### config.mk
export PLATFORM = sky130hd
export DESIGN_NAME = round_robin_mailbox_allocator_unit
export DESIGN_NICKNAME = d
export VERILOG_FILES = /design/src/rtl/rrma_pkg.sv /design/src/rtl/round_robin_mailbox_allocator_unit.sv /design/src/rtl/rrma_pick.sv /design/src/rtl/rrma_store.sv
export SDC_FILE = /design/constraint.sdc
export NUM_CORES = 1
export LEC_CHECK = 0
export BUFFER_PORTS_ARGS = -buffer_cell sky130_fd_sc_hd__buf_2
export CORE_ASPECT_RATIO = 1.25
export CORE_MARGIN = 2
export CORE_UTILIZATION = 47
export DETAILED_ROUTE_END_ITERATION = 10
export PLACE_DENSITY_LB_ADDON = 0.08
export SLEW_MARGIN = 20
export SYNTH_ARGS = -nofsm -noshare
export SYNTH_HDL_FRONTEND = slang
export SYNTH_SLANG_ARGS = --single-unit
### constraint.sdc
create_clock -name clk -period 10.2 [get_ports clk]
set_clock_uncertainty 0.1 [all_clocks]
set_input_delay 3.06 -clock clk [delete_from_list [all_inputs] [get_ports clk]]
set_output_delay 3.06 -clock clk [all_outputs]
set_load 0.01 [all_outputs]
### src/rtl/rrma_pkg.sv
`default_nettype none

package rrma_pkg;

	localparam int MAILBOX_COUNT = 8;
	localparam int ADDRESS_BITS = 24;
	localparam int SLOT_BITS = (MAILBOX_COUNT > 1) ? $clog2(MAILBOX_COUNT) : 1;

	localparam int FIELD_ADDR_BITS = 24;
	localparam int FIELD_SLOT_BITS = 3;

	typedef enum logic {
		KIND_POST = 1'b0,
		KIND_TAKE = 1'b1
	} kind_t;

	typedef struct packed {
		kind_t                       kind;
		logic [FIELD_ADDR_BITS-1:0]  block_address;
		logic [FIELD_SLOT_BITS-1:0]  slot_index;
	} req_t;

	typedef struct packed {
		logic                        accepted;
		logic [FIELD_SLOT_BITS-1:0]  slot_used;
		logic [FIELD_ADDR_BITS-1:0]  taken_address;
	} rsp_t;

endpackage

`default_nettype wire

### src/rtl/round_robin_mailbox_allocator_unit.sv
// Round robin mailbox allocator.
// Input channel (in_valid / in_stall): kind, block_address, slot_index. A post
// (kind 0) stores block_address in the first free mailbox found from the rotating
// pointer; a take (kind 1) reads and frees the mailbox named by slot_index.
// Output channel (out_valid / out_stall): accepted, slot_used, taken_address,
// one result per input transaction, in order.
// Each result passes through the input register and then the result register
// before it is presented on the output channel.
// Throughput: one transaction per cycle while out_stall is low; the free-slot search
// is a single rotating priority encoder over the busy flags, and the slot state
// updates in the same cycle the item leaves the input register.
// Reset: all mailboxes free, search pointer at slot 0, no result pending.
// Receiver stall: the result register holds its transaction; one more item can
// wait in the input register, after which in_stall is raised until out_stall drops.
`default_nettype none

module round_robin_mailbox_allocator_unit (
	input  wire logic                                  clk,
	input  wire logic                                  arst_n,
	input  wire logic                                  in_valid,
	output logic                                       in_stall,
	input  wire logic                                  kind,
	input  wire logic [rrma_pkg::FIELD_ADDR_BITS-1:0]  block_address,
	input  wire logic [rrma_pkg::FIELD_SLOT_BITS-1:0]  slot_index,
	output logic                                       out_valid,
	input  wire logic                                  out_stall,
	output logic                                       accepted,
	output logic [rrma_pkg::FIELD_SLOT_BITS-1:0]       slot_used,
	output logic [rrma_pkg::FIELD_ADDR_BITS-1:0]       taken_address
);
	import rrma_pkg::*;

	logic valid_s1;
	req_t req_s1;
	logic valid_s2;
	rsp_t rsp_s2;
	rsp_t rsp;
	logic advance;
	logic load_s1;

	assign advance  = valid_s1 && (!valid_s2 || !out_stall);
	assign in_stall = valid_s1 && !advance;
	assign load_s1  = in_valid && !in_stall;

	rrma_store u_store (
		.clk    (clk),
		.arst_n (arst_n),
		.fire   (advance),
		.req    (req_s1),
		.rsp    (rsp)
	);

	always_ff @(posedge clk or negedge arst_n) begin
		if (!arst_n) begin
			valid_s1 <= 1'b0;
			valid_s2 <= 1'b0;
		end else begin
			if (load_s1 || advance) begin
				valid_s1 <= load_s1;
			end
			if (advance || !out_stall) begin
				valid_s2 <= advance;
			end
		end
	end

	always_ff @(posedge clk) begin
		if (load_s1) begin
			req_s1 <= '{kind: kind_t'(kind), block_address: block_address,
				slot_index: slot_index};
		end
		if (advance) begin
			rsp_s2 <= rsp;
		end
	end

	assign out_valid     = valid_s2;
	assign accepted      = rsp_s2.accepted;
	assign slot_used     = rsp_s2.slot_used;
	assign taken_address = rsp_s2.taken_address;

endmodule

`default_nettype wire

### src/rtl/rrma_pick.sv
`default_nettype none

module rrma_pick (
	input  wire logic [rrma_pkg::MAILBOX_COUNT-1:0] busy,
	input  wire logic [rrma_pkg::SLOT_BITS-1:0]     start,
	output logic                                    found,
	output logic [rrma_pkg::SLOT_BITS-1:0]          pos
);
	import rrma_pkg::*;

	logic [MAILBOX_COUNT-1:0] free;
	logic [SLOT_BITS-1:0]     lo_pos;
	logic [SLOT_BITS-1:0]     hi_pos;
	logic                     hi_any;

	assign free  = ~busy;
	assign found = |free;

	// First free slot at or above start wins; otherwise wrap to the lowest free slot.
	always_comb begin
		lo_pos = '0;
		hi_pos = '0;
		hi_any = 1'b0;
		for (int i = MAILBOX_COUNT - 1; i >= 0; i--) begin
			if (free[i]) begin
				lo_pos = SLOT_BITS'(i);
			end
			if (free[i] && (SLOT_BITS'(i) >= start)) begin
				hi_pos = SLOT_BITS'(i);
				hi_any = 1'b1;
			end
		end
	end

	assign pos = hi_any ? hi_pos : lo_pos;

endmodule

`default_nettype wire

### src/rtl/rrma_store.sv
`default_nettype none

module rrma_store (
	input  wire logic          clk,
	input  wire logic          arst_n,
	input  wire logic          fire,
	input  wire rrma_pkg::req_t req,
	output rrma_pkg::rsp_t     rsp
);
	import rrma_pkg::*;

	logic [MAILBOX_COUNT-1:0] busy_q;
	logic [ADDRESS_BITS-1:0]  addr_q [MAILBOX_COUNT];
	logic [SLOT_BITS-1:0]     start_q;

	logic                     found;
	logic [SLOT_BITS-1:0]     pos;
	logic [SLOT_BITS-1:0]     next_start;
	logic                     is_take;
	logic                     in_range;
	logic [SLOT_BITS-1:0]     want;

	rrma_pick u_pick (
		.busy  (busy_q),
		.start (start_q),
		.found (found),
		.pos   (pos)
	);

	assign is_take    = (req.kind == KIND_TAKE);
	assign in_range   = (int'(req.slot_index) < MAILBOX_COUNT);
	assign want       = SLOT_BITS'(req.slot_index);
	assign next_start = (pos == SLOT_BITS'(MAILBOX_COUNT - 1)) ? '0 : pos + 1'b1;

	always_comb begin
		rsp = '0;
		if (is_take) begin
			rsp.slot_used = req.slot_index;
			if (in_range) begin
				rsp.accepted      = busy_q[want];
				rsp.taken_address = FIELD_ADDR_BITS'(addr_q[want]);
			end
		end else if (found) begin
			rsp.accepted  = 1'b1;
			rsp.slot_used = FIELD_SLOT_BITS'(pos);
		end
	end

	always_ff @(posedge clk or negedge arst_n) begin
		if (!arst_n) begin
			busy_q  <= '0;
			start_q <= '0;
		end else if (fire) begin
			if (is_take) begin
				if (in_range) begin
					busy_q[want] <= 1'b0;
				end
			end else if (found) begin
				busy_q[pos] <= 1'b1;
				start_q     <= next_start;
			end
		end
	end

	// Take clears the stored address so a later take of the same slot reads zero.
	always_ff @(posedge clk) begin
		if (fire) begin
			if (is_take) begin
				if (in_range) begin
					addr_q[want] <= '0;
				end
			end else if (found) begin
				addr_q[pos] <= ADDRESS_BITS'(req.block_address);
			end
		end
	end

endmodule

`default_nettype wire

==> out/qor.txt <==
======================================================================================
Result of the run ....................................................... finished clean
Internal power contribution .............................................    0.00199 W
Number of distinct standard cells referenced by the synthesized netlist .           50
Number of buffers on the longest clock path .............................            3
Pin count of the biggest net entering global routing ....................           39
Die Ht ..................................................................       165 µm
Num ports ...............................................................           62
Total overflow reported by the global router ............................            0
Yosys reg bits ..........................................................          261
Initial Utilization .....................................................        47.5%
Number of antenna violations at the first check in global routing .......            0
Resized Gates After CTS .................................................            0
Htree depth .............................................................            1
Total of endpoints with negative setup slack in the final report ........            0
Time the worst path needs with I/O delays and setup .....................      6.64 ns
Diode count .............................................................            0
Slew margin rel. ........................................................        27.7%
Source-to-sink clock delay at the later pin of the worst-skew pair ......      0.52 ns
Warning count from the yosys run ........................................            0
Final Hold Viols ........................................................            0
Wire length of the first global-routing pass ............................      33.9 mm
Ratio of cells with drive above 1 in the final layout ...................        20.5%
Total Negative Setup Slacks .............................................         0 ns
Portion of the post-synthesis area used by sequential elements ..........        79.5%
Switching Power .........................................................   0.000705 W
Vias per cell ...........................................................         5.98
Area of the mapped netlist ..............................................     9780 µm²
Per-cell routed wire length .............................................      24.4 µm
Kind of end point of the critical path ..................................   output pin
Layout Nets .............................................................          670
Total of max-cap violations .............................................            0
Clock Root Buffer ....................................................... sky130_fd_sc_hd__clkbuf_16
Portion of total power attributed to the clock network ..................        35.6%
CP Data Arrival Time ....................................................      3.48 ns
Hold-critical path depth ................................................            1
Max FO, Critical Path ...................................................            3
Total number of vias ....................................................         5551
Clock-pin transition on the worst setup and hold timing paths ...........      0.06 ns
Post-layout util ........................................................        54.9%
Post-CTS Setup Inserts ..................................................            0
Avg Cell Area, Syn ......................................................     17.2 µm²
Detailed-route wire length ..............................................      22.7 mm
Worst IR drop on VDD ....................................................   0.000126 V
Row count ...............................................................           59
Kind of critical path ...................................................       in2out
Final cycle utilization of the critical path ............................        65.1%
DRC violation total after the first TritonRoute iteration ...............          425
Post-cts hold buffer count ..............................................            0
Final GP Congestion .....................................................        0.831
Total of fill cells in the finished design ..............................         1615
Via count of the first global-routing pass ..............................         5631
CTS tree ................................................................         done
Detailed placer's ending HPWL ...........................................      12.2 mm
Clock sink count ........................................................          261
Count of unresolved DRC violations after routing ........................            0
First-pass iteration count of the detailed router .......................            7
Static leakage ..........................................................      3.79 nW
Switching power as a share of total power ...............................        26.2%
Worst min-delay path category ...........................................      reg2reg
Total die area ..........................................................    22000 µm²
Share of synthesized flip-flops with an asynchronous set or reset .......        4.98%
Antenna-violating nets left .............................................            0
Peak Freq ...............................................................    0.151 GHz
Instance count of the mapped netlist ....................................          570
Top_reg_cell synth ...................................................... sky130_fd_sc_hd__edfxtp_1
Final hold slack ........................................................     0.383 ns
Synth-to-Final Area Change ..............................................        15.7%
Startpoint type of the worst setup path .................................   input port
Worst endpoint required time ............................................      7.04 ns
Sequential cell fraction of total power .................................        50.9%
Number of buffers created by CTS ........................................           26
Number of flops mapped to enable cells by yosys .........................          248
Pins over their slew limit ..............................................            0
Fraction of power consumed by combinational cells .......................        13.5%
Unrepaired setup endpoints after global routing .........................        false
Die width ...............................................................       133 µm
Number of port buffers ..................................................           61
All-Layer GR Usage ......................................................        20.8%
Transition at the pin with the smallest max-transition slack ............      1.08 ns
Core outline area .......................................................    20600 µm²
Reg2Reg Depth ...........................................................            8
Power density over cell area ............................................   238 nW/µm²
Mapped Nets .............................................................          604
======================================================================================
==> power groups by stage <==
| stage | Sequential (W) | Clock [W] | Combinational [W] |
|---|---|---|---|
| floorplan | 0.00136 | 0 | 0.000248 |
| global placement | 0.00139 | 0 | 0.000356 |
| detailed placement | 0.00139 | 0 | 0.000365 |
| CTS | 0.00137 | 0.000976 | 0.000366 |
| global route | 0.00138 | 0.00102 | 0.000403 |
| finish | 0.00137 | 0.000960 | 0.000362 |
==> kinds of logic (layout without fill, tap and decap cells) <==
| kind of cell | after synthesis | after routing | share of synthesized area, % |
|---|---|---|---|
| and+or+nand+nor | 103 | 103 | 5.64 |
| buffers and inverters | 43 | 127 | 1.94 |
| DFF | 261 | 261 | 79.5 |
| adders and majority gates | 2 | 2 | 0.256 |
| AOI/OAI and AO/OA | 161 | 161 | 12.7 |
==> worst max-delay path: stages <==
cell                      delay, ns
sky130_fd_sc_hd__buf_2         0.12
sky130_fd_sc_hd__nand3_1       0.11
sky130_fd_sc_hd__inv_1         0.07
sky130_fd_sc_hd__buf_2         0.12
==> metrics by stage <==
stage / cells / setup slack (ns) / area [µm²] / power [W]
final: 928 / 3.56 / 11300 / 0.00269
after global routing: 928 / 3.51 / 11300 / 0.00281
after CTS: 928 / 3.55 / 11300 / 0.00271
after detailed placement: 882 / 3.55 / 10400 / 0.00176
after global placement: 882 / 3.56 / 10400 / 0.00174
after floorplan: 570 / 3.20 / 9780 / 0.00161
==> final timing paths <==
| check | start | end | slack (ns) |
|---|---|---|---|
| max | out_stall | in_stall | 3.56 |
| min | valid_s1 | out_valid | 0.38 |
| max reg2reg | out_valid | u_store.addr_q[4][10] | 6.67 |
| min reg2reg | valid_s1 | out_valid | 0.38 |
| max in group asynchronous | arst_n | out_valid | 7.41 |
| min in group asynchronous | arst_n | u_store.busy_q[4] | 2.33 |
==> placed cells by master (no fill, tap or decap), drive strengths merged, types with 3 or more instances in the layout <==
cell    instances
nor2           12
o22ai           6
and3            5
a22oi          74
nor2b           5
a22o            5
clkinv         12
a222oi         12
a21oi          11
bufinv          4
nand3           7
a31oi           9
a221oi          3
buf            73
and2           28
nor3            4
nor3b           3
o21ai          10
nand2b          4
clkbuf         30
nand2          29
dfrtp          13
a41oi          16
edfxtp        248
inv             7
==> synthesized netlist by cell type, types with 3 or more instances <==
cell type | count | area, µm²
sky130_fd_sc_hd__edfxtp_1 | 248 | 7450
sky130_fd_sc_hd__a22oi_1 | 73 | 548
sky130_fd_sc_hd__nand2_1 | 29 | 109
sky130_fd_sc_hd__and2_1 | 28 | 175
sky130_fd_sc_hd__clkbuf_1 | 24 | 90.1
sky130_fd_sc_hd__a41oi_1 | 16 | 140
sky130_fd_sc_hd__dfrtp_1 | 13 | 325
sky130_fd_sc_hd__a222oi_1 | 12 | 120
sky130_fd_sc_hd__nor2_1 | 12 | 45.0
sky130_fd_sc_hd__a21oi_1 | 10 | 50.1
sky130_fd_sc_hd__o21ai_0 | 10 | 50.1
sky130_fd_sc_hd__a31oi_1 | 9 | 56.3
sky130_fd_sc_hd__buf_2 | 8 | 40.0
sky130_fd_sc_hd__nand3_1 | 7 | 35.0
sky130_fd_sc_hd__inv_1 | 6 | 22.5
sky130_fd_sc_hd__o22ai_1 | 6 | 37.5
sky130_fd_sc_hd__a22o_1 | 5 | 43.8
sky130_fd_sc_hd__nor2b_1 | 5 | 31.3
sky130_fd_sc_hd__and3_1 | 4 | 25.0
sky130_fd_sc_hd__a221oi_1 | 3 | 26.3
sky130_fd_sc_hd__nand2b_1 | 3 | 18.8
sky130_fd_sc_hd__nor3_1 | 3 | 15.0
==> layer usage <==
layer,track usage [%],vias to the layer above,wire length [µm]
met5,0,-,0
met4,7.38,0,654
met3,2.96,42,1280
met2,35.7,185,11300
met1,27.3,2865,9430
li1,-,2459,-
==> layout make-up <==
cell class                      instances  area (µm²)  share of cell area [%]
Timing Repair Buffer                   73         395                    3.50
Multi-Input combinational cell        266        1910                    16.9
Clock inverter                         16         174                    1.54
Tap cell                              274         343                    3.03
Inverter                                8        30.0                   0.266
Clock buffer                           30         687                    6.07
Sequential cell                       261        7770                    68.7
==> registers in the layout, summed over array words and instances (netlist names) <==
signal / flops
valid_s1: 1
out_valid: 1
req_s1: 28
accepted: 1
slot_used: 3
taken_address: 24
u_store.addr_q: 192
u_store.start_q: 3
u_store.busy_q: 8
Power figures use the tool's default switching activity.
